[src/rtl/bu4_pkg.sv]
// ----------------------------------------------------------------------------
// bu4_pkg
// shared types, constants and helpers of the 4x bilinear upscaler
// ----------------------------------------------------------------------------
package bu4_pkg;

  localparam int unsigned PIX_W    = 16;
  localparam int unsigned ROW_W    = 14;
  localparam int unsigned COL_W    = 12;
  localparam int unsigned VAL_W    = 20;
  localparam int unsigned WIDTH_W  = 11;
  localparam int unsigned HEIGHT_W = 13;
  localparam int unsigned YCNT_W   = 12;
  localparam int unsigned CFG_IDX_W  = 2;
  localparam int unsigned CFG_DATA_W = 13;
  localparam int unsigned QDEPTH   = 4;
  localparam int unsigned QAW      = $clog2(QDEPTH);
  localparam int unsigned WGT_W    = 5;

  // register indexes
  localparam logic [CFG_IDX_W-1:0] REG_IMAGE_WIDTH  = 2'd0;
  localparam logic [CFG_IDX_W-1:0] REG_IMAGE_HEIGHT = 2'd1;

  // sample groups caused by one pixel, in output order
  typedef enum logic [3:0] {
    PH_CELL   = 4'b0001,
    PH_RIGHT  = 4'b0010,
    PH_BOTTOM = 4'b0100,
    PH_CORNER = 4'b1000
  } phase_e;

  // work descriptor passed from front to back
  typedef struct packed {
    logic [PIX_W-1:0] a;        // upper left
    logic [PIX_W-1:0] b;        // upper right
    logic [PIX_W-1:0] c;        // lower left
    logic [PIX_W-1:0] d;        // lower right (new pixel)
    logic [3:0]       groups;   // bit set per phase_e code
    logic [ROW_W-1:0] base_row; // 4*(y-1)
    logic [COL_W-1:0] base_col; // 4*(x-1)
  } desc_t;

  function automatic phase_e first_phase(logic [3:0] groups);
    phase_e ph;
    if (groups[0]) ph = PH_CELL;
    else if (groups[1]) ph = PH_RIGHT;
    else if (groups[2]) ph = PH_BOTTOM;
    else ph = PH_CORNER;
    return ph;
  endfunction

  // product of two quarter offsets, each 0..4
  function automatic logic [WGT_W-1:0] weight(logic [2:0] p, logic [2:0] q);
    logic [5:0] prod;
    prod = {3'b000, p} * {3'b000, q};
    return prod[WGT_W-1:0];
  endfunction

endpackage

[src/rtl/bu4_queue.sv]
// ----------------------------------------------------------------------------
// bu4_queue
// small descriptor fifo between front and back
// ----------------------------------------------------------------------------
module bu4_queue (
  input  logic           clk_i,
  input  logic           rst_ni,
  input  logic           push_i,
  input  bu4_pkg::desc_t desc_i,
  output logic           full_o,
  output logic           valid_o,
  output bu4_pkg::desc_t desc_o,
  input  logic           pop_i
);

  bu4_pkg::desc_t             entry_q [bu4_pkg::QDEPTH];
  logic [bu4_pkg::QAW-1:0]    wr_ptr_q;
  logic [bu4_pkg::QAW-1:0]    rd_ptr_q;
  logic [bu4_pkg::QAW:0]      count_q;
  logic                       do_push;
  logic                       do_pop;

  assign full_o  = (count_q == (bu4_pkg::QAW+1)'(bu4_pkg::QDEPTH));
  assign valid_o = (count_q != '0);
  assign desc_o  = entry_q[rd_ptr_q];
  assign do_push = push_i && !full_o;
  assign do_pop  = pop_i && valid_o;

  always_ff @(posedge clk_i) begin
    if (do_push) begin
      entry_q[wr_ptr_q] <= desc_i;
    end
  end

  always_ff @(posedge clk_i or negedge rst_ni) begin
    if (!rst_ni) begin
      wr_ptr_q <= '0;
      rd_ptr_q <= '0;
      count_q  <= '0;
    end else begin
      if (do_push) begin
        wr_ptr_q <= wr_ptr_q + bu4_pkg::QAW'(1);
      end
      if (do_pop) begin
        rd_ptr_q <= rd_ptr_q + bu4_pkg::QAW'(1);
      end
      case ({do_push, do_pop})
        2'b10:   count_q <= count_q + (bu4_pkg::QAW+1)'(1);
        2'b01:   count_q <= count_q - (bu4_pkg::QAW+1)'(1);
        default: count_q <= count_q;
      endcase
    end
  end

endmodule

[config.mk]
export PLATFORM = sky130hd
export DESIGN_NAME = bu4_queue
export DESIGN_NICKNAME = d
export VERILOG_FILES = /design/src/rtl/bu4_pkg.sv /design/src/rtl/bu4_queue.sv
export SDC_FILE = /design/constraint.sdc
export NUM_CORES = 1
export LEC_CHECK = 0
export BUFFER_PORTS_ARGS = -buffer_cell sky130_fd_sc_hd__buf_2
export CAP_MARGIN = 20
export CELL_PAD_IN_SITES_DETAIL_PLACEMENT = 2
export CELL_PAD_IN_SITES_GLOBAL_PLACEMENT = 2
export CORE_MARGIN = 1.5
export CORE_UTILIZATION = 35
export DETAILED_ROUTE_END_ITERATION = 8
export HOLD_SLACK_MARGIN = 0.15
export PLACE_DENSITY = 0.75
export SYNTH_ARGS = -nofsm -noshare
export SYNTH_HDL_FRONTEND = slang
export SYNTH_SLANG_ARGS = --single-unit
export TNS_END_PERCENT = 30
[constraint.sdc]
create_clock -name clk_i -period 3.8 [get_ports clk_i]
set_input_delay 1.14 -clock clk_i [delete_from_list [all_inputs] [get_ports clk_i]]
set_output_delay 1.14 -clock clk_i [all_outputs]
set_load 0.01 [all_outputs]
# Word level (Yosys, flattened, before mapping)
# Memory sizes are Yosys's and may differ from the RTL's.
# Cells that the tools add are included.
dict set report totals {
  register_bits 7
  ram_bits 376
  input_bits 98
  out_inout_bits 96
  wordCells 19
  memories 1
}
dict set report op_classes {
  add_sub_neg 4
  n_eq_ne 3
  mux 3
  reduce_logical 5
}
# memory words width rd rd_clocked_by_memory_dff wr line
set memory_table {}
lappend memory_table {entry_q 4 94 1 0 1 bu4_queue.sv:16} ;# bu4_pkg::desc_t entry_q [bu4_pkg::QDEPTH];
# cell n
set op_table {}
lappend op_table {{$pmux W3 S2} 1}
lappend op_table {{$add A2 B1 Y2 const B} 2}
lappend op_table {{$add A3 B1 Y3 const B} 1}
lappend op_table {{$eq A3 B3 Y1 const B} 1}
lappend op_table {{$reduce_bool A3 Y1} 1}
lappend op_table {{$sub A3 B1 Y3 const B} 1}
lappend op_table {{$eq A2 B1 Y1 const B} 1}
lappend op_table {{$eq A2 B2 Y1 const B} 1}
lappend op_table {{$logic_and A1 B1 Y1} 2}
lappend op_table {{$mux W1} 2}
lappend op_table {{$reduce_bool A2 Y1} 1}
lappend op_table {{$logic_not A1 Y1} 1}

# Longest topological paths before layout
# Gate-level depths: netlist (run 1).
dict set report depth {
  depth_word 5
  depth_mapped 9
  depth_no_buf 9
}

# Least setup slack after synthesis (run 1)
# No wires, ideal clock.
dict set report synth_timing {
  kind {input to register}
  from {in push_i}
  to {mem entry_q[2][0] in the netlist's numbering, enable pin}
  setup_ns 0.463
  arrival_time_ns 3.690
  t_required_ns 3.337
  slack_ns -0.353
  cell_stages 2
  path_buffers 0
  cell_sequence {nor2b_1 -> and2_1}
}
dict set report synth_between {
  elab_chain_len 3
}
# element line
set synth_rtl {}
lappend synth_rtl {{from (decl)} bu4_queue.sv:8} ;# input logic push_i,
lappend synth_rtl {{$logic_and A1 B1 Y1} bu4_queue.sv:26} ;# assign do_push = push_i && !full_o;
lappend synth_rtl {{$mux W1} bu4_queue.sv:30} ;# if (do_push) begin
lappend synth_rtl {{$mux W1 (not written as such)} bu4_queue.sv:31} ;# entry_q[wr_ptr_q] <= desc_i;
lappend synth_rtl {{to (decl)} bu4_queue.sv:16}
# Every way passes these cells.

==> run metrics, run 1 <==
Crit-path slowest cell mux4_2; Hold Slack 0.4371 ns; final count of negative-setup-slack endpoints 0; clock skew 0.009154 ns; largest net degree at the start of global routing 96; Buffers on Ports slightly below 200; num rows 73; top_reg_cell synth edfxtp_1; Hold WC Path Type in2async; clock network power share 0.286; crit-path cells buf_12 > mux4_2 > buf_2; Mapped Nets around 630; post-synthesis cell count roughly 530; Filler Cell Count 3667; minimum clock period 3.394 ns; sequential power share 0.427; Tcrit/Tclk final 0.8930; register area 11470 sq um; Max VDD drop 0.4295 mV; logic gate share of total power 0.287; Clk pin slew, worst setup/hold paths about 0.060 ns; DR DRC count 0; area delta synth->final 21.36%; Total Neg Setup Slack 0 ns; crit-path max cell delay 0.60 ns; # Max-Cap Violations 0; First DRT Iteration DRCs approximately 250; Vias/cell 4.814; area leader, netlist edfxtp_1; Cell Int Power slightly below 10 mW; H-tree depth 2; Worst-Skew Late Latency 0.54 ns; Crit Path Max Fanout 44; endpoints failing hold 0; total track usage 0.1511; Post-DRT Antenna Nets 0; Sw Ratio 0.2891; Synthesis Warnings 0; Clock Path Buffers 3; Avg WL per Cell 23.14 um; clock sink count between 300 and 400; post-CTS sizing 0; net count of the finished layout 861; Starting Density 0.3536; area occupied by multi-input gates about 2300 sq um; Setup Fix Bufs, Post-CTS 0; Area contributors post-synth edfxtp_1 (81%), mux4_2 (15%), dfrtp_1 (1.2%); Netlist cell types 23; Worst setup EP type output pin; cts-stage hold buffer count 0; count leader, synth edfxtp_1; worst setup path class reg2out; sequential cell area fraction in the yosys report 0.8179; fraction of layout cells with a size suffix above 1 0.4587; Ports 194; Synth top cells by count edfxtp_1 (376), mux4_2 (94), buf_2 (8); drt first pass iters 7; Die Footprint roughly 41000 sq um; Root Driver clkbuf_16; unrepaired setup endpoints after global routing no; first-pass GRT wire length 46020 um; FMAX 294.7 MHz; Worst EP required 2.66 ns; core box area 39640 sq um; final wirelength 30410 um; share of the synthesized area in the top cell type 0.8054; pin slew with the least headroom to its limit 0.6667 ns; Max transition margin 0.5555; Register-to-Register Path Depth 4; syn_area_per_cell 26.50 sq um; synthesized area 14020 sq um; #FFs+latches synth 383; CP arrival 2.25 ns; vias in the first global route a little over 7000; TritonCTS clock tree built; GRT Residual Overflow 0; utilization after layout 0.4292; switching power of the nets roughly 4 mW; Final HPWL DP between 15000 and 20000 um; leakage power 5.766 nW; via count between 6000 and 7000; Die H 203.1 um; gpl congestion between 0.6 and 0.7; CTS Buf Count 42; initial antenna violation count 3; max-slew violations 0; startpoint type of the worst setup path flop; DIE WIDTH 203.1 um; status finished clean; Cell Pwr Density 801.8 nW/um^2; Post-synth EDFFs 376; ys async rst share 0.01828
-- metrics by stage --
step,instance area (sq um),total power [mW],std cells,worst slack (ns)
after floorplan,14020,8.421,529,-0.3523
after global placement,15690,9.835,1238,0.9049
after detailed placement,15690,9.988,1238,0.8612
after CTS,17010,13.94,1312,0.3138
after global routing,17010,14.31,1312,0.2581
final,17010,13.64,1314,0.4064
-- metal layers --
layer  track usage  up-vias  wire, um
li1              -     2751         -
met1        0.1940     3362     12740
met2        0.2595      161     15770
met3       0.03052       49      1264
met4       0.04603        2       615
met5             0        -        12
-- critical path, delay by kind of cell, from the launching register on --
family | cells | cell delay [ns]
buffers and inverters | 2 | 0.54
DFF | 1 | 0.55
muxes | 1 | 0.60
-- registers in the layout, indices dropped and copies added, names as in the netlist --
name,count
count_q,3
entry_q,376
rd_ptr_q,2
wr_ptr_q,2
-- final cells by class --
| class | instances | share of cell area |
|---|---|---|
| clock inverter | 21 | 0.009708 |
| antenna | 2 | 0.0002942 |
| inverter | 6 | 0.001324 |
| multi-input combinational | 118 | 0.1378 |
| timing repair buffer | 206 | 0.06987 |
| tap | 525 | 0.03861 |
| clock buffer | 53 | 0.06796 |
| sequential | 383 | 0.6744 |
-- kinds of logic (layout without fill, tap and decap cells) --
| logic type | Yosys count | after routing | synth area share |
|---|---|---|---|
| buffers and inverters | 28 | 286 | 0.01553 |
| adder cells (fa/ha/maj) | 6 | 6 | 0.005891 |
| AO/OA/AOI/OAI | 1 | 1 | 0.0006249 |
| XOR/XNOR | 6 | 6 | 0.003749 |
| other | 0 | 2 | 0 |
| multiplexers | 96 | 96 | 0.1525 |
| flip-flops | 383 | 383 | 0.8179 |
| AND/OR/NAND/NOR | 9 | 9 | 0.003749 |
-- power groups by stage --
| stage | clock [mW] | combinational (mW) | sequential (mW) |
|---|---|---|---|
| floorplan | 0 | 2.59 | 5.83 |
| detailed placement | 0 | 4.06 | 5.93 |
| global placement | 0 | 3.99 | 5.85 |
| global route | 4.16 | 4.24 | 5.91 |
| CTS | 4.01 | 4.08 | 5.85 |
| finish | 3.90 | 3.92 | 5.83 |
-- final timing paths --
check                           slack, ns                     from                        to
max in group asynchronous            3.16                   rst_ni   rd_ptr_q[1]$_DFFE_PN0P_
worst max register to register       1.57   count_q[2]$_DFFE_PN0P_  entry_q[0][22]$_DFFE_PP_
worst min register to register       0.52   count_q[2]$_DFFE_PN0P_    count_q[2]$_DFFE_PN0P_
min in group clk_i                   0.52   count_q[2]$_DFFE_PN0P_    count_q[2]$_DFFE_PN0P_
worst max-delay path                 0.41  rd_ptr_q[0]$_DFFE_PN0P_                desc_o[84]
worst min-delay path                 0.44                   rst_ni    count_q[0]$_DFFE_PN0P_
-- cells in the final DEF (no fill, tap or decap) --
| cell type | n |
|---|---|
| and2_4 | 4 |
| buf_12 | 10 |
| xnor2_1 | 3 |
| clkinv_1 | 12 |
| nand2_1 | 1 |
| mux4_2 | 94 |
| nor3b_1 | 1 |
| dfrtp_4 | 2 |
| or3_1 | 1 |
| o31a_1 | 1 |
| buf_2 | 193 |
| mux2i_1 | 1 |
| ha_1 | 5 |
| fa_1 | 1 |
| buf_4 | 3 |
| bufinv_16 | 3 |
| clkbuf_16 | 45 |
| mux2_2 | 1 |
| nor2_1 | 1 |
| clkbuf_1 | 8 |
| xor2_1 | 3 |
| dfrtp_1 | 5 |
| nor2b_1 | 1 |
| clkinv_2 | 6 |
| inv_1 | 6 |
| edfxtp_1 | 376 |
| diode_2 | 2 |
Note: power is estimated with default switching activity, not from simulation.
==> inputs of run 2 (changes only) <==
--- a/config.mk
+++ b/config.mk
@@ -5,6 +5,7 @@
 export SDC_FILE = /design/constraint.sdc
 export NUM_CORES = 1
 export LEC_CHECK = 0
+export ABC_AREA = 1
 export BUFFER_PORTS_ARGS = -buffer_cell sky130_fd_sc_hd__buf_2
 export CAP_MARGIN = 20
 export CELL_PAD_IN_SITES_DETAIL_PLACEMENT = 2
@@ -13,7 +14,8 @@
 export CORE_UTILIZATION = 35
 export DETAILED_ROUTE_END_ITERATION = 8
 export HOLD_SLACK_MARGIN = 0.15
-export PLACE_DENSITY = 0.75
+export PLACE_DENSITY = 0.82
+export SLEW_MARGIN = 20
 export SYNTH_ARGS = -nofsm -noshare
 export SYNTH_HDL_FRONTEND = slang
 export SYNTH_SLANG_ARGS = --single-unit
==> run 2 against run 1 <==
First-iteration DRC count increased by 29%. Total power grew 7.5%. Sequential power shrank 0.7%. Flip-flop and latch count unchanged. Register-to-register slack improved by 0.03 ns. Die area rose by 8.6%. Cell count grew 51%. Combinational power rose by 26%. Critical endpoint is now desc_o[54].
==> run metrics, run 2 <==
status finished clean; unrepaired setup endpoints after global routing no; Max transition margin 0.5642; R2R Setup Slk 1.60 ns; final count of negative-setup-slack endpoints 0; num rows 76; first-pass GRT wire length 60750 um; commonest non-fill, non-tap cell in the layout edfxtp_1; endpoints failing hold 0; Register-to-Register Path Depth 10; Setup WS pre-CTS 0.9436 ns; CP arrival 2.29 ns; drt first pass iters 6; Most flops, register entry_q; Crit Path Max Fanout 77; initial antenna violation count 10; Filler Cell Count 4315; post-synthesis cell count 1157; clock skew 0.01439 ns; post-CTS sizing 0; cell family with the largest share of critical-path delay buffers and inverters; worst setup path class reg2out; core box area 43080 sq um; fraction of layout cells with a size suffix above 1 0.2007; Mapped Nets 1261; setup ws final 0.3695 ns; Netlist cell types 18; utilization after layout 0.4255; Buffers on Ports 193; DIE WIDTH 211.7 um; crit-path max cell delay 0.45 ns; share of the synthesized area in the top cell type 0.7405; register area 11470 sq um; Cell Pwr Density 800.2 nW/um^2; Synthesis Warnings 0; CTS Buf Count 42; First DRT Iteration DRCs 327; Worst Path Buf+Inv 3; Ports 194; Die Footprint about 45000 sq um; Hold WC Path Type in2async; Starting Density 0.3540; # Max-Cap Violations 0; largest net degree at the start of global routing slightly below 100; ys async rst share 0.01828; Final HPWL DP 25230 um; critical path's most frequent cell nand2_1; area delta synth->final 20.21%; startpoint type of the worst setup path flop; top_reg_cell synth edfxtp_1; Vias/cell approximately 4.8; vias in the first global route 10720; area occupied by multi-input gates about 2700 sq um; DR DRC count 0; net count of the finished layout 1458; reg2reg end count_q[2]$_DFFE_PN0P_; biggest regs entry_q: 376 flops, count_q: 3 flops; max-slew violations 0; syn_area_per_cell 13.18 sq um; Crit-path slowest cell dfrtp_1; Die H 211.7 um; max reg flops between 300 and 400; pin slew with the least headroom to its limit 0.6538 ns; Root Driver clkbuf_16; gpl congestion 0.7223; Tcrit/Tclk final 0.9028; Worst-Skew Late Latency 0.55 ns; TritonCTS clock tree built; synthesized area about 15000 sq um; clock sink count 383; cts-stage hold buffer count 0; via count 9444; Clk pin slew, worst setup/hold paths approximately 0.060 ns; count leader, synth edfxtp_1; Max VDD drop approximately 0.5 mV; leakage power 7.317 nW; area leader, netlist edfxtp_1; Worst setup EP type output pin; Post-DRT Antenna Nets 0; H-tree depth 2; Synth top cells by count edfxtp_1 (376), nand2_1 (300), inv_1 (202); Area contributors post-synth edfxtp_1 (74%), o211ai_1 (9.3%), nand2_1 (7.4%); Worst EP required 2.66 ns; Reg-to-Reg Start count_q[0]$_DFFE_PN0P_; Avg WL per Cell 20.33 um; final wirelength 40210 um; Setup Fix Bufs, Post-CTS 0; total track usage 0.1816; GRT Residual Overflow 0; most frequent cells in the layout edfxtp_1 (376), nand2_1 (300), inv_1 (202); minimum clock period 3.430 ns; crit-path cells inv_8 > buf_4 > nand2_1 > o211ai_1 > nand2_1 > buf_2; Clock Path Buffers 3; #FFs+latches synth 383; Post-synth EDFFs between 300 and 400; sequential cell area fraction in the yosys report 0.7520; FMAX between 200 and 300 MHz
run 2: report_power, final:
part           total, mW  internal (mW)  switching, mW
clock               3.96           2.34           1.62
sequential          5.79           5.56          0.231
combinational       4.92           1.57           3.35
run 2: kinds of logic after synthesis:
family	after synthesis	synth area share
DFF	383	0.7520
and+or+nand+nor	312	0.07755
adders and majority gates	6	0.005416
buffers and inverters	266	0.07156
xor gates and xnor gates	1	0.0005745
AOI/OAI and AO/OA	189	0.09289
run 2: area by class of cell:
| type | instances | share of cell area |
|---|---|---|
| Tap cell | 585 | 0.03993 |
| Antenna cell | 8 | 0.001092 |
| Clock buffer | 52 | 0.06287 |
| Timing Repair Buffer | 215 | 0.06990 |
| Sequential cell | 383 | 0.6258 |
| Inverter | 204 | 0.04232 |
| Clock inverter | 23 | 0.009693 |
| Multi-Input combinational cell | 508 | 0.1484 |
run 2: worst max-delay path by stage:
stage / start / endpoint / slack, ns / depth (start not counted)
2_1_floorplan: push_i / entry_q[0][0]$_DFFE_PP_ / -0.41 / 2
3_3_place_gp: rd_ptr_q[0]$_DFFE_PN0P_ / desc_o[54] / 1.03 / 6
3_5_place_dp: rd_ptr_q[0]$_DFFE_PN0P_ / desc_o[7] / 0.94 / 6
4_1_cts: rd_ptr_q[0]$_DFFE_PN0P_ / desc_o[54] / 0.31 / 6
5_1_grt: rd_ptr_q[0]$_DFFE_PN0P_ / desc_o[54] / 0.21 / 6
6_report: rd_ptr_q[0]$_DFFE_PN0P_ / desc_o[54] / 0.37 / 6
run 2: layer usage:
layer  share of wire  GRT usage  vias up
li1                -          -     4437
met1            0.39     0.2002     4758
met2            0.54     0.3396      183
met3           0.044    0.03812       62
met4           0.023    0.07069        4
met5         0.00065          0        -
run 2: metrics by stage:
step	std cells	hold slack [ns]	power (mW)	instance area (sq um)	TNS (ns)
final	1978	0.4287	14.67	18330	0
after global routing	1975	0.4044	15.53	18320	0
after CTS	1970	0.3852	14.96	18310	0
after detailed placement	1895	0.4833	10.92	16980	0
after global placement	1895	0.4631	10.57	16980	0
after floorplan	1157	0.4465	8.802	15260	-155.69
