<file path="src/rtl/bu4_pkg.sv">
// ----------------------------------------------------------------------------
// bu4_pkg
// shared types, constants and helpers of the 4x bilinear upscaler
// ----------------------------------------------------------------------------
package bu4_pkg;

  localparam int unsigned PIX_W    = 16;
  localparam int unsigned ROW_W    = 14;
  localparam int unsigned COL_W    = 12;
  localparam int unsigned VAL_W    = 20;
  localparam int unsigned WIDTH_W  = 11;
  localparam int unsigned HEIGHT_W = 13;
  localparam int unsigned YCNT_W   = 12;
  localparam int unsigned CFG_IDX_W  = 2;
  localparam int unsigned CFG_DATA_W = 13;
  localparam int unsigned QDEPTH   = 4;
  localparam int unsigned QAW      = $clog2(QDEPTH);
  localparam int unsigned WGT_W    = 5;

  // register indexes
  localparam logic [CFG_IDX_W-1:0] REG_IMAGE_WIDTH  = 2'd0;
  localparam logic [CFG_IDX_W-1:0] REG_IMAGE_HEIGHT = 2'd1;

  // sample groups caused by one pixel, in output order
  typedef enum logic [3:0] {
    PH_CELL   = 4'b0001,
    PH_RIGHT  = 4'b0010,
    PH_BOTTOM = 4'b0100,
    PH_CORNER = 4'b1000
  } phase_e;

  // work descriptor passed from front to back
  typedef struct packed {
    logic [PIX_W-1:0] a;        // upper left
    logic [PIX_W-1:0] b;        // upper right
    logic [PIX_W-1:0] c;        // lower left
    logic [PIX_W-1:0] d;        // lower right (new pixel)
    logic [3:0]       groups;   // bit set per phase_e code
    logic [ROW_W-1:0] base_row; // 4*(y-1)
    logic [COL_W-1:0] base_col; // 4*(x-1)
  } desc_t;

  function automatic phase_e first_phase(logic [3:0] groups);
    phase_e ph;
    if (groups[0]) ph = PH_CELL;
    else if (groups[1]) ph = PH_RIGHT;
    else if (groups[2]) ph = PH_BOTTOM;
    else ph = PH_CORNER;
    return ph;
  endfunction

  // product of two quarter offsets, each 0..4
  function automatic logic [WGT_W-1:0] weight(logic [2:0] p, logic [2:0] q);
    logic [5:0] prod;
    prod = {3'b000, p} * {3'b000, q};
    return prod[WGT_W-1:0];
  endfunction

endpackage

</file>
<file path="src/rtl/bu4_back.sv">
// ----------------------------------------------------------------------------
// bu4_back
// sample sequencer: one interpolated sample per cycle, while the output is free or popped, into the output register
// ----------------------------------------------------------------------------
module bu4_back (
  input  logic                         clk_i,
  input  logic                         rst_ni,
  input  logic                         q_valid_i,
  input  bu4_pkg::desc_t               q_desc_i,
  output logic                         q_pop_o,
  output logic                         empty_o,
  input  logic                         pop_i,
  output logic [bu4_pkg::ROW_W-1:0]    out_row_o,
  output logic [bu4_pkg::COL_W-1:0]    out_col_o,
  output logic [bu4_pkg::VAL_W-1:0]    sample_value_o,
  output logic                         last_of_run_o
);

  localparam int unsigned SUM_W = bu4_pkg::PIX_W + bu4_pkg::WGT_W + 2;

  bu4_pkg::desc_t  desc_q;
  bu4_pkg::phase_e phase_q;
  logic [3:0]      rem_q;
  logic [3:0]      cnt_q;
  logic            busy_q;
  logic            out_valid_q;

  logic [2:0]      r;
  logic [2:0]      k;
  logic            phase_end;
  logic            out_rdy;
  logic            step;
  logic            last;
  logic            load;
  logic [3:0]      first_bits;
  logic [SUM_W-1:0] sum;

  always_comb begin
    case (phase_q)
      bu4_pkg::PH_CELL: begin
        r = {1'b0, cnt_q[3:2]};
        k = {1'b0, cnt_q[1:0]};
        phase_end = (cnt_q == 4'd15);
      end
      bu4_pkg::PH_RIGHT: begin
        r = {1'b0, cnt_q[1:0]};
        k = 3'd4;
        phase_end = (cnt_q[1:0] == 2'd3);
      end
      bu4_pkg::PH_BOTTOM: begin
        r = 3'd4;
        k = {1'b0, cnt_q[1:0]};
        phase_end = (cnt_q[1:0] == 2'd3);
      end
      bu4_pkg::PH_CORNER: begin
        r = 3'd4;
        k = 3'd4;
        phase_end = 1'b1;
      end
      default: begin
        r = 3'd0;
        k = 3'd0;
        phase_end = 1'b1;
      end
    endcase
  end

  assign out_rdy = !out_valid_q || pop_i;
  assign step    = busy_q && out_rdy;
  assign last    = step && phase_end && (rem_q == '0);
  assign load    = q_valid_i && (!busy_q || last);
  assign q_pop_o = load;
  assign first_bits = bu4_pkg::first_phase(q_desc_i.groups);

  always_ff @(posedge clk_i or negedge rst_ni) begin
    if (!rst_ni) begin
      busy_q  <= 1'b0;
      phase_q <= bu4_pkg::PH_CELL;
      rem_q   <= '0;
      cnt_q   <= '0;
    end else if (load) begin
      busy_q  <= 1'b1;
      phase_q <= bu4_pkg::first_phase(q_desc_i.groups);
      rem_q   <= q_desc_i.groups & ~first_bits;
      cnt_q   <= '0;
    end else if (last) begin
      busy_q <= 1'b0;
    end else if (step) begin
      if (phase_end) begin
        phase_q <= bu4_pkg::first_phase(rem_q);
        rem_q   <= rem_q & ~4'(bu4_pkg::first_phase(rem_q));
        cnt_q   <= '0;
      end else begin
        cnt_q <= cnt_q + 4'd1;
      end
    end
  end

  always_ff @(posedge clk_i) begin
    if (load) begin
      desc_q <= q_desc_i;
    end
  end

  // (4-r)(4-k)a + (4-r)k b + r(4-k)c + rk d
  assign sum = SUM_W'(desc_q.a) * SUM_W'(bu4_pkg::weight(3'd4 - r, 3'd4 - k))
             + SUM_W'(desc_q.b) * SUM_W'(bu4_pkg::weight(3'd4 - r, k))
             + SUM_W'(desc_q.c) * SUM_W'(bu4_pkg::weight(r, 3'd4 - k))
             + SUM_W'(desc_q.d) * SUM_W'(bu4_pkg::weight(r, k));

  always_ff @(posedge clk_i or negedge rst_ni) begin
    if (!rst_ni) begin
      out_valid_q <= 1'b0;
    end else if (step) begin
      out_valid_q <= 1'b1;
    end else if (pop_i) begin
      out_valid_q <= 1'b0;
    end
  end

  always_ff @(posedge clk_i) begin
    if (step) begin
      out_row_o      <= desc_q.base_row + bu4_pkg::ROW_W'(r);
      out_col_o      <= desc_q.base_col + bu4_pkg::COL_W'(k);
      sample_value_o <= sum[bu4_pkg::VAL_W-1:0];
      last_of_run_o  <= phase_end && (rem_q == '0);
    end
  end

  assign empty_o = !out_valid_q;

  a_rem_after_current: assert property (@(posedge clk_i) disable iff (!rst_ni)
    busy_q |-> ((rem_q & 4'(phase_q)) == '0))
    else $error("pending groups include the current one");

  a_corner_is_final: assert property (@(posedge clk_i) disable iff (!rst_ni)
    (busy_q && phase_q == bu4_pkg::PH_CORNER) |-> (rem_q == '0))
    else $error("groups pending after corner sample");

  a_bottom_order: assert property (@(posedge clk_i) disable iff (!rst_ni)
    (busy_q && phase_q == bu4_pkg::PH_BOTTOM) |-> (!rem_q[0] && !rem_q[1]))
    else $error("cell or right edge pending during bottom edge");

endmodule
</file>
<file path="config.mk">
export PLATFORM = sky130hd
export DESIGN_NAME = bu4_back
export DESIGN_NICKNAME = d
export VERILOG_FILES = /design/src/rtl/bu4_pkg.sv /design/src/rtl/bu4_back.sv
export SDC_FILE = /design/constraint.sdc
export NUM_CORES = 1
export LEC_CHECK = 0
export CORE_ASPECT_RATIO = 1.75
export CORE_MARGIN = 10
export CORE_UTILIZATION = 60
export CTS_BUF_LIST = sky130_fd_sc_hd__clkbuf_8
export CTS_CLUSTER_DIAMETER = 50
export DETAILED_ROUTE_END_ITERATION = 6
export DONT_BUFFER_PORTS = 1
export HOLD_SLACK_MARGIN = 0.08
export PLACE_DENSITY = 0.85
export SKIP_CTS_REPAIR_TIMING = 1
export SYNTH_ARGS = -nofsm -noshare
export SYNTH_HDL_FRONTEND = slang
export SYNTH_SLANG_ARGS = --single-unit
</file>
<file path="constraint.sdc">
create_clock -name clk_i -period 22.2 [get_ports clk_i]
set_input_delay 1.11 -clock clk_i [delete_from_list [all_inputs] [get_ports clk_i]]
set_output_delay 1.11 -clock clk_i [all_outputs]
set_load 0.02 [all_outputs]
</file>
# Word-level counts from Yosys, hierarchy flattened
# Cells that the tools add are included.
[totals]
regBits = 151
latch_bits = 0
ram_bits = 0
mem_bits_ro = 0
input_bits = 98
wordCells = 88
memories = 0
[op_classes]
addsub = 8
n_mul = 8
div = 0
magnitude_cmp = 0
eq_ne = 7
n_shift = 0
mux = 26
bitwise = 4
reduce_logical = 20
[op_table]
columns = ["op", "count"]
rows = [
  ["multiplier 16 x 5 -> 20 bit", 4],
  ["2-to-1 mux 4 bit", 19],
  ["adder 20 bit", 3],
  ["multiplier 3 x 3 -> 5 bit", 4],
  ["adder 14 x 3 -> 14 bit", 1],
  ["adder 12 x 3 -> 12 bit", 1],
  ["case mux 3 bit (3 select lines)", 1],
  ["AND 4 bit", 2],
  ["equality test 4 bit, second input constant", 2],
  ["inverter 4 bit", 2],
  ["nonzero test 2 bit", 4],
  ["OR reduction 2 bit", 4],
  ["case mux 3 bit (2 select lines)", 1],
  ["subtractor 3 bit, first input constant", 2],
  ["logical AND 1 bit", 5],
  ["adder 4 x 1 -> 4 bit, second input constant", 1],
  ["equality test 4 x 1 -> 1 bit, second input constant", 1],
  ["equality test 4 x 2 -> 1 bit, second input constant", 1],
  ["equality test 4 x 3 -> 1 bit, second input constant", 1],
  ["zero test 4 bit", 1],
  ["2-to-1 mux 1 bit", 4],
  ["AND reduction 3 bit", 1],
  ["equality test 2 bit, second input constant", 1],
  ["zero test 1 bit", 2],
  ["4 further kinds", 5],
]

# Depth between registers and ports, before layout
# Gate-level depths: netlist of run 1.
[logic_depth]
depth_word = 14
depth_mapped = 38
mapped_depth_nobuf = 36

# Worst setup path after synthesis of run 1
# OpenSTA, ideal clock, no wires.
[synth_timing]
kind = "register to register"
from = "reg phase_q[0]"
to = "reg sample_value_o[19] (netlist name), data pin"
setup_time_ns = 0.261
arrival_time_ns = 9.753
required_ns = 21.939
slack_ns = 12.186
path_stages_with_launch = 36
synth_period_minus_slack_ns = 10.014
path_cell_list = "dfstp_2 > buf_2 > nor2b_1 > nand2_1 > a211oi_1 > inv_1 > ha_1 > or3_1 > and2_1 > nand2b_1 > fa_1 > inv_1 > ha_1 > fa_1 > xnor2_1 > xnor2_2 > clkbuf_1 > and2_1 > fa_1 > fa_1 > fa_1 > fa_1 > inv_1 > fa_1 > inv_1 > fa_1 > inv_1 > fa_1 > inv_1 > ha_1 > a21boi_0 > a2111oi_0 > o31ai_1 > a211oi_1 > o21ai_0 > xnor2_1"
[synth_between]
elab_chain_len = 9
[synth_lines]
columns = ["item", "line_no", "rtl"]
rows = [
  ["start: declaration", "bu4_back.sv:22", "bu4_pkg::phase_e phase_q;"],
  ["start signal: assignment", "bu4_back.sv:78", "phase_q <= bu4_pkg::PH_CELL;"],
  ["start signal: assignment", "bu4_back.sv:83", "phase_q <= bu4_pkg::first_phase(q_desc_i.groups);"],
  ["start signal: assignment", "bu4_back.sv:90", "phase_q <= bu4_pkg::first_phase(rem_q);"],
  ["equality test 4 x 3 -> 1 bit, or another cell as far along", "bu4_back.sv:39", "case (phase_q)"],
  ["OR reduction 2 bit (no line)", "-", ""],
  ["case mux 3 bit (3 select lines) / case mux 3 bit (2 select lines) (equally long branches)", "bu4_back.sv:39", ""],
  ["subtractor 3 bit, on equally long branches", "bu4_back.sv:106, bu4_back.sv:107, bu4_back.sv:108", ""],
  ["multiplier 3 x 3 -> 5 bit", "bu4_pkg.sv:55", "prod = {3'b000, p} * {3'b000, q};"],
  ["multiplier 16 x 5 -> 20 bit, on equally long branches", "bu4_back.sv:106, bu4_back.sv:107", ""],
  ["adder 20 bit", "bu4_back.sv:107", "+ SUM_W'(desc_q.b) * SUM_W'(bu4_pkg::weight(3'd4 - r, k))"],
  ["adder 20 bit", "bu4_back.sv:108", "+ SUM_W'(desc_q.c) * SUM_W'(bu4_pkg::weight(r, 3'd4 - k))"],
  ["adder 20 bit (*)", "bu4_back.sv:109", "+ SUM_W'(desc_q.d) * SUM_W'(bu4_pkg::weight(r, k));"],
  ["via sum[19]", "bu4_back.sv:36", "logic [SUM_W-1:0] sum;"],
  ["end signal: assignment", "bu4_back.sv:125", "sample_value_o <= sum[bu4_pkg::VAL_W-1:0];"],
  ["end: declaration", "bu4_back.sv:15", "output logic [bu4_pkg::VAL_W-1:0] sample_value_o,"],
]
# The timed path passes the listed nets; every way through them passes the cells marked *.
# A chain may end at the register's enable or synchronous reset.

# Final worst setup path of run 1
[layout_timing]
from = "reg phase_q[1]"
to = "reg sample_value_o[19] (netlist name), data pin"
# The elaborated chain is that of the path after synthesis.

==> implementation parameters, run 1 <==
Parameter                              Value

Run status
  Run status    complete, no violations

Layout
  Ratio of cells with drive above 1 in the final layout    3.515%
  Synth-to-Final Area Change    5.050%
  Final #Nets    1895
  Final cell area excluding filler cells    16370 sq um
  Count of fill cells added during filler insertion    1977

Detailed routing
  Routed via count divided by cell count    5.742
  Post-Route WL    36830 um
  Detailed route wirelength on metal3    2588 um
  Wire length on met2    20240 um
  Initial DRC count    690
  Top Layer Used    met5
  Total via count after detailed routing    10180
  Routed wire length per instance    20.78 um
  DRC errors left    0
  First-pass DRT Iterations    5
  M1 wire length    11090 um
  DRT antenna net count    0

Synthesis
  Async set-or-reset flop fraction in the synthesized netlist    8.667%
  Top cells by area in the synthesized netlist    sky130_fd_sc_hd__fa_1 (35%), sky130_fd_sc_hd__edfxtp_1 (26%), sky130_fd_sc_hd__inv_1 (7.5%)
  Count of unique library cells instantiated by Yosys    53
  Proportion of synthesized chip area in sequential cells    28.49%
  Top cells by instance count after synthesis    sky130_fd_sc_hd__inv_1 (310), sky130_fd_sc_hd__fa_1 (275), sky130_fd_sc_hd__nand2_1 (212)
  Number of synthesized flops with an enable pin    137
  Ys flop type    sky130_fd_sc_hd__edfxtp_1
  Gate count of the mapped netlist    1441
  Number of warning messages in the yosys log    0
  Top cell type by total area after synthesis    sky130_fd_sc_hd__fa_1
  Register bit count reported by yosys    150
  Post-Syn Area    15580 sq um
  Syn nets    1898
  Area share of the largest cell type after synthesis    35.33%
  Post-synthesis area per instance    10.81 sq um
  Cell with the most instances after synthesis    sky130_fd_sc_hd__inv_1

Floorplan
  Die extent in y    233.2 um
  Floorplan die width    141.8 um
  Total I/O pin count    147
  DIE AREA    33070 sq um
  Placeable core region    25760 sq um
  Num rows    78
  Starting Density    60.48%

Setup path
  WP data required    22.45 ns
  Critical path type    flop to flop
  Cell seen most often among critical-path stages    sky130_fd_sc_hd__fa_1
  Slowest cell delay on critical path    0.68 ns
  Endpoint kind of the worst setup timing path    flop
  Critical-path top delay cell    sky130_fd_sc_hd__a2111oi_0
  Maximum fanout along the worst path    16
  WP data arrival    11.65 ns
  Startpoint type of the worst setup path    flop

Clock tree
  Deepest clock path buffer count    2
  Root cell of the clock tree    sky130_fd_sc_hd__clkbuf_8
  Clock latency reported for the late side of the worst-skew pair    0.51 ns
  Number of H-tree branching levels    4
  Clock-pin slew on the worst setup and hold paths    0.09 ns
  Clock tree sinks    150
  TritonCTS clock tree    done
  CTS buffer count    17

Place
  Placed Instance Area    15940 sq um
  Final HPWL DP    30680 um
  Final weighted congestion of routability-driven global placement    0.9574
  Count of port buffers added during placement    0
  Worst-case setup slack after placement    10.94 ns

Job
  Number of max-capacitance violations reported    0

STA
  Final Hold Vio Count    0
  RSZ-0062 raised after global routing    false
  Period Utilization, post-route    51.34%
  Hold slack    0.2973 ns
  Setup slack of the critical path after layout    10.80 ns
  Pin slew with the least headroom to its limit    1.124 ns
  Setup-failing EPs final    0
  Upper clock frequency limit    87.74 MHz
  Setup TNS after final layout    0 ns
  Count of final max-slew check failures    0
  Minimum clock period    11.40 ns
  Worst slew slack as a fraction of its limit    24.97%
  Fin Clk Skew    0.02587 ns

Hold path
  Worst hold path class    primary input to async pin

Global routing
  Pin count of the biggest net entering global routing    57
  Vias in the first global route    11710
  All-layer global routing usage    23.74%
  Global-route wire length before repair    59710 um
  Antenna violations before repair    2
  Congestion Overflow GR    0

Power
  Gate power share    56.2%
  Share of total power in the clock network    12.2%
  Sw Pwr    905.5 uW
  Share of total power consumed by net switching    47.52%
  Internal    1.000 mW
  Pwr per Cell Area    116.4 nW/um^2
  Portion of total power attributed to sequential cells    31.7%
  Static leakage    7.688 nW
  Worst vdd rail ir drop    0.09537 mV
==> flip-flops by register name, summed over array words and instances, names as in the netlist <==
signal and count:
busy_q 1, out_valid_q 1, out_row_o 14, desc_q 90, phase_q 4, cnt_q 4
last_of_run_o 1, out_col_o 12, rem_q 3, sample_value_o 20
==> cell families (layout without fill, tap and decap cells) <==
| kind of cell | count (synthesis) | count (layout) | synth area share [%] |
|---|---|---|---|
| AND/OR/NAND/NOR | 452 | 452 | 14.32 |
| flip-flops | 150 | 150 | 28.49 |
| multiplexers | 1 | 1 | 0.06423 |
| XOR/XNOR | 69 | 69 | 3.974 |
| buffers and inverters | 339 | 349 | 8.230 |
| other | 0 | 1 | 0 |
| adder cells (fa/ha/maj) | 359 | 359 | 42.07 |
| AO/OA/AOI/OAI | 71 | 71 | 2.842 |
==> cell usage in the layout (no fill, tap or decap), types with 2 or more instances in the layout <==
cell,Yosys,final
sky130_fd_sc_hd__xnor2_1,50,50
sky130_fd_sc_hd__buf_4,0,7
sky130_fd_sc_hd__inv_1,310,309
sky130_fd_sc_hd__and2_1,109,108
sky130_fd_sc_hd__nor3_1,8,7
sky130_fd_sc_hd__nor3b_1,3,3
sky130_fd_sc_hd__dfrtp_1,12,12
sky130_fd_sc_hd__and3_1,27,27
sky130_fd_sc_hd__nor2_1,30,29
sky130_fd_sc_hd__nand3b_1,3,3
sky130_fd_sc_hd__a21o_1,12,12
sky130_fd_sc_hd__xnor2_2,2,2
sky130_fd_sc_hd__or3_1,3,3
sky130_fd_sc_hd__xor2_1,17,17
sky130_fd_sc_hd__a211oi_1,2,2
sky130_fd_sc_hd__fa_1,275,275
sky130_fd_sc_hd__nand2_1,212,212
sky130_fd_sc_hd__nand2b_1,25,25
sky130_fd_sc_hd__clkinv_8,0,2
sky130_fd_sc_hd__nand3_1,12,12
sky130_fd_sc_hd__nor4b_1,2,2
sky130_fd_sc_hd__edfxtp_1,137,137
sky130_fd_sc_hd__a31oi_1,4,4
sky130_fd_sc_hd__a21oi_1,20,20
sky130_fd_sc_hd__inv_6,0,6
sky130_fd_sc_hd__clkbuf_8,0,17
sky130_fd_sc_hd__o31ai_1,3,3
sky130_fd_sc_hd__or4_1,2,2
sky130_fd_sc_hd__o21a_1,2,2
sky130_fd_sc_hd__ha_1,84,84
sky130_fd_sc_hd__inv_8,0,4
sky130_fd_sc_hd__o21ai_0,18,18
sky130_fd_sc_hd__bufinv_16,0,2
sky130_fd_sc_hd__nor2b_1,7,7
==> cell type report <==
cell class / instances / area (sq um) / area share [%]
Inverter: 310 / 1164 / 7.108
Multi-Input combinational cell: 952 / 9879 / 60.35
Antenna cell: 1 / 2.502 / 0.01529
Clock inverter: 15 / 197.7 / 1.208
Tap cell: 320 / 400.4 / 2.446
Timing Repair Buffer: 7 / 52.55 / 0.3210
Sequential cell: 150 / 4441 / 27.12
Clock buffer: 17 / 234.0 / 1.429
==> metrics by stage <==
| stage | cells | util (%) | power [mW] |
|---|---|---|---|
| 4_1_cts | 1771 | 63.53 | 1.913 |
| 2_1_floorplan | 1441 | - | 1.374 |
| 5_1_grt | 1772 | 63.54 | 2.083 |
| 3_5_place_dp | 1739 | 61.85 | 1.676 |
| 6_report | 1772 | 63.54 | 1.906 |
| 3_3_place_gp | 1739 | 61.85 | 1.620 |
==> routing by layer <==
layer,vias up,global-route usage (%)
li1,4395,-
met1,5187,21.60
met2,416,42.95
met3,175,7.218
met4,2,17.40
met5,-,0
==> path summary, 6_finish.rpt <==
| kind | startpoint | endpoint | slack [ns] | cells after the start |
|---|---|---|---|---|
| min | rst_ni | busy_q$_DFFE_PN0P_ | 0.30 | 0 |
| max | phase_q[1]$_DFFE_PN0P_ | sample_value_o[19]$_DFFE_PP_ | 10.80 | 35 |
| min reg2reg | out_valid_q$_DFFE_PN0P_ | out_valid_q$_DFFE_PN0P_ | 0.53 | 2 |
| min in group clk_i | out_valid_q$_DFFE_PN0P_ | out_valid_q$_DFFE_PN0P_ | 0.53 | 2 |
| max in group asynchronous | rst_ni | phase_q[0]$_DFFE_PN1P_ | 21.73 | 0 |
| max reg2reg | phase_q[1]$_DFFE_PN0P_ | sample_value_o[19]$_DFFE_PP_ | 10.80 | 35 |
==> worst max-delay path, delay by kind of cell, from the launching register on <==
kind,cells,cell delay [ns]
XOR/XNOR,3,0.91
buffers and inverters,7,0.56
flip-flops,1,0.57
adder cells (fa/ha/maj),12,5.20
AO/OA/AOI/OAI,7,2.52
AND/OR/NAND/NOR,6,1.37
==> power by group through the flow <==
stage,Clock (mW),Sequential [mW],Combinational [mW]
floorplan,0,0.562,0.812
global placement,0,0.606,1.01
detailed placement,0,0.607,1.07
CTS,0.237,0.603,1.07
global route,0.248,0.617,1.22
finish,0.232,0.603,1.07
Note: power is estimated with default switching activity, not from simulation.
==> inputs of run 2 (changes only) <==
--- a/config.mk
+++ b/config.mk
@@ -13,7 +13,7 @@
 export DETAILED_ROUTE_END_ITERATION = 6
 export DONT_BUFFER_PORTS = 1
 export HOLD_SLACK_MARGIN = 0.08
-export PLACE_DENSITY = 0.85
+export PLACE_DENSITY = 0.88
 export SKIP_CTS_REPAIR_TIMING = 1
 export SYNTH_ARGS = -nofsm -noshare
 export SYNTH_HDL_FRONTEND = slang
==> constraint.sdc (replaced) <==
create_clock -name clk_i -period 9.9 [get_ports clk_i]
set_input_delay 0.495 -clock clk_i [delete_from_list [all_inputs] [get_ports clk_i]]
set_output_delay 0.495 -clock clk_i [all_outputs]
set_load 0.02 [all_outputs]
==> run 2 against run 1 <==
Sequential power is 120% higher. Hold slack worse by 0.20 ns. Non-clock buffer count is 112 higher. Register-to-register slack worse by 11 ns. Largest power group unchanged. Die area stayed put. Clock power is 120% higher. Clock skew is 0.0041 ns higher. Critical path depth is 1 higher. Via count is 5.9% higher.
==> implementation parameters, run 2 (synthesized netlist as in run 1, its figures left out) <==
Parameter                              Value

STA
  Worst slew slack as a fraction of its limit    24.45% (-0.52 points)
  Minimum clock period    9.788 ns (-1.609 ns)
  Upper clock frequency limit    102.2 MHz (+16%)
  Fin Clk Skew    0.02998 ns (+0.004110 ns)
  Pin slew with the least headroom to its limit    1.132 ns (+0.007794 ns)
  Hold slack    0.1017 ns (-0.1956 ns)
  Setup-failing EPs final    0 (unchanged)
  Period Utilization, post-route    98.87% (+48 points)
  Count of final max-slew check failures    0 (unchanged)
  Final Hold Vio Count    0 (unchanged)

Setup path
  R2r endpoint    sample_value_o[19]$_DFFE_PP_
  Endpoint kind of the worst setup timing path    flop
  Slowest cell delay on critical path    0.62 ns (-0.06 ns)
  Critical path type    flop to flop
  WP data required    10.16 ns (-12.29 ns)
  Startpoint type of the worst setup path    flop
  Critical-path top delay cell    sky130_fd_sc_hd__dfstp_2
  Flop-to-flop setup slack    0.11 ns (-10.69 ns)
  R2R Path Start    phase_q[0]$_DFFE_PN1P_
  Cell seen most often among critical-path stages    sky130_fd_sc_hd__fa_1
  Maximum fanout along the worst path    10 (-6)
  R2R cell count    36 (+2.9%)
  WP data arrival    10.04 ns (-1.61 ns)

Place
  Placed Instance Area    16070 sq um (+0.82%)
  Count of port buffers added during placement    0 (unchanged)
  Final HPWL DP    29270 um (-4.6%)
  Final weighted congestion of routability-driven global placement    0.9613 (+0.41%)

Power
  Worst vdd rail ir drop    0.2226 mV (+130%)
  Total Power    4.395 mW (+130%)
  Static leakage    8.198 nW (+6.6%)
  Pwr per Cell Area    250.5 nW/um^2 (+120%)

Floorplan
  Starting Density    60.48% (unchanged)
  DIE AREA    33070 sq um (unchanged)
  Floorplan die width    141.8 um (unchanged)
  Total I/O pin count    147 (unchanged)
  Placeable core region    25760 sq um (unchanged)
  Num rows    78 (unchanged)
  Die extent in y    233.2 um (unchanged)

Layout
  Ratio of cells with drive above 1 in the final layout    5.566% (+2.1 points)
  Regs by FF count    desc_q: 90 flops, sample_value_o: 20 flops, out_row_o: 14 flops
  Reg with most FFs    desc_q
  Synth-to-Final Area Change    12.57%
  Leading cell types in the layout, fill and taps excluded    sky130_fd_sc_hd__inv_1 (308), sky130_fd_sc_hd__fa_1 (274), sky130_fd_sc_hd__nand2_1 (212)
  Final cell area excluding filler cells    17540 sq um (+7.2%)
  Most common cell after layout, fill and taps aside    sky130_fd_sc_hd__inv_1
  Final #Nets    2007 (+5.9%)
  Fraction of the core area covered by cells at the end of the flow    68.09% (+4.6 points)
  Max FFs per register    90 (unchanged)

Run status
  Run status    complete, no violations

Detailed routing
  Routed wire length per instance    20.56 um (-1.0%)
  Post-Route WL    38740 um (+5.2%)
  Initial DRC count    824 (+19%)
  First-pass DRT Iterations    7 (+2)
  Routed via count divided by cell count    5.721 (-0.37%)
  Total via count after detailed routing    10780 (+5.9%)
  DRT antenna net count    0 (unchanged)
  DRC errors left    0 (unchanged)

Clock tree
  TritonCTS clock tree    done
  Clock tree sinks    150 (unchanged)
  Root cell of the clock tree    sky130_fd_sc_hd__clkbuf_8
  Number of H-tree branching levels    4 (unchanged)
  Clock latency reported for the late side of the worst-skew pair    0.52 ns (about the same)
  Clock-pin slew on the worst setup and hold paths    0.09 ns (about the same)
  Deepest clock path buffer count    2 (unchanged)
  CTS buffer count    17 (unchanged)

Global routing
  Pin count of the biggest net entering global routing    60 (+5.3%)
  Antenna violations before repair    1 (-1)
  Global-route wire length before repair    57110 um (-4.3%)
  Congestion Overflow GR    0 (unchanged)
  Vias in the first global route    11440 (-2.3%)
  All-layer global routing usage    22.17% (-1.6 points)

Hold path
  Depth of the worst hold-timing path    1
  Hold_sp    q_valid_i
  Hold Path Sink    busy_q$_DFFE_PN0P_
  Worst hold path class    primary input to flop

Job
  Number of max-capacitance violations reported    0 (unchanged)
==> run 2: changes by cell type in the layout (fill, tap and decap cells not counted), moves of 2 or more <==
cell	before	now
sky130_fd_sc_hd__buf_12	0	2
sky130_fd_sc_hd__xnor2_1	50	48
sky130_fd_sc_hd__inv_6	6	3
sky130_fd_sc_hd__o21ai_0	18	16
sky130_fd_sc_hd__a211oi_1	2	0
sky130_fd_sc_hd__buf_4	7	25
sky130_fd_sc_hd__xnor2_2	2	4
sky130_fd_sc_hd__dlygate4sd3_1	0	91
sky130_fd_sc_hd__a211oi_2	1	3
==> run 2: final cells by class <==
type / instances / area [sq um]
Multi-Input combinational cell: 952 / 9970
Sequential cell: 150 / 4441
Antenna cell: 1 / 2.502
Tap cell: 320 / 400.4
Clock buffer: 17 / 234.0
Inverter: 310 / 1164
Fill cell: 1680 / 8222
Clock inverter: 15 / 182.7
Timing Repair Buffer: 119 / 1150
==> run 2: layer usage <==
layer  vias to the layer above  GRT usage, %  share of wire, %  routed length [um]
li1                       4617             -                 -                   -
met4                         0         11.12               5.7                2225
met1                      5415         22.46                33               12920
met3                       181         5.958               6.7                2590
met5                         -             0                 0                   0
met2                       565         40.55                54               21000
==> run 2: stage by stage <==
stage	instances	TNS [ns]	setup slack, ns
global placement	1755	0	0.00001243
floorplan	1441	0	0.03943
global route	1884	-0.7382	-0.1708
CTS	1787	-0.7652	-0.3146
detailed placement	1755	-0.8126	-0.3132
finish	1884	0	0.1119
==> run 2: power breakdown <==
part           total, mW  switching (mW)  leakage (nW)  internal [mW]
sequential          1.35           0.315          1.46           1.03
combinational       2.55            1.49          6.53           1.06
clock              0.500           0.286         0.209          0.214
==> run 2: worst max path at each step <==
stage,endpoint,slack (ns),startpoint
after global placement,sample_value_o[19]$_DFFE_PP_,0.00001,phase_q[0]$_DFFE_PN1P_
final,sample_value_o[19]$_DFFE_PP_,0.11,phase_q[0]$_DFFE_PN1P_
after CTS,sample_value_o[19]$_DFFE_PP_,-0.31,phase_q[0]$_DFFE_PN1P_
after detailed placement,sample_value_o[19]$_DFFE_PP_,-0.31,phase_q[0]$_DFFE_PN1P_
after global routing,sample_value_o[19]$_DFFE_PP_,-0.17,phase_q[0]$_DFFE_PN1P_
after floorplan,sample_value_o[19]$_DFFE_PP_,0.04,phase_q[0]$_DFFE_PN1P_
==> run 2: critical path: cells and delay by family, from the launching register on <==
kind | cells | cell delay, ns
AND/OR/NAND/NOR | 7 | 1.30
AO/OA/AOI/OAI | 7 | 1.35
flip-flops | 1 | 0.62
buffers and inverters | 7 | 0.62
XOR/XNOR | 3 | 0.52
adder cells (fa/ha/maj) | 12 | 5.12
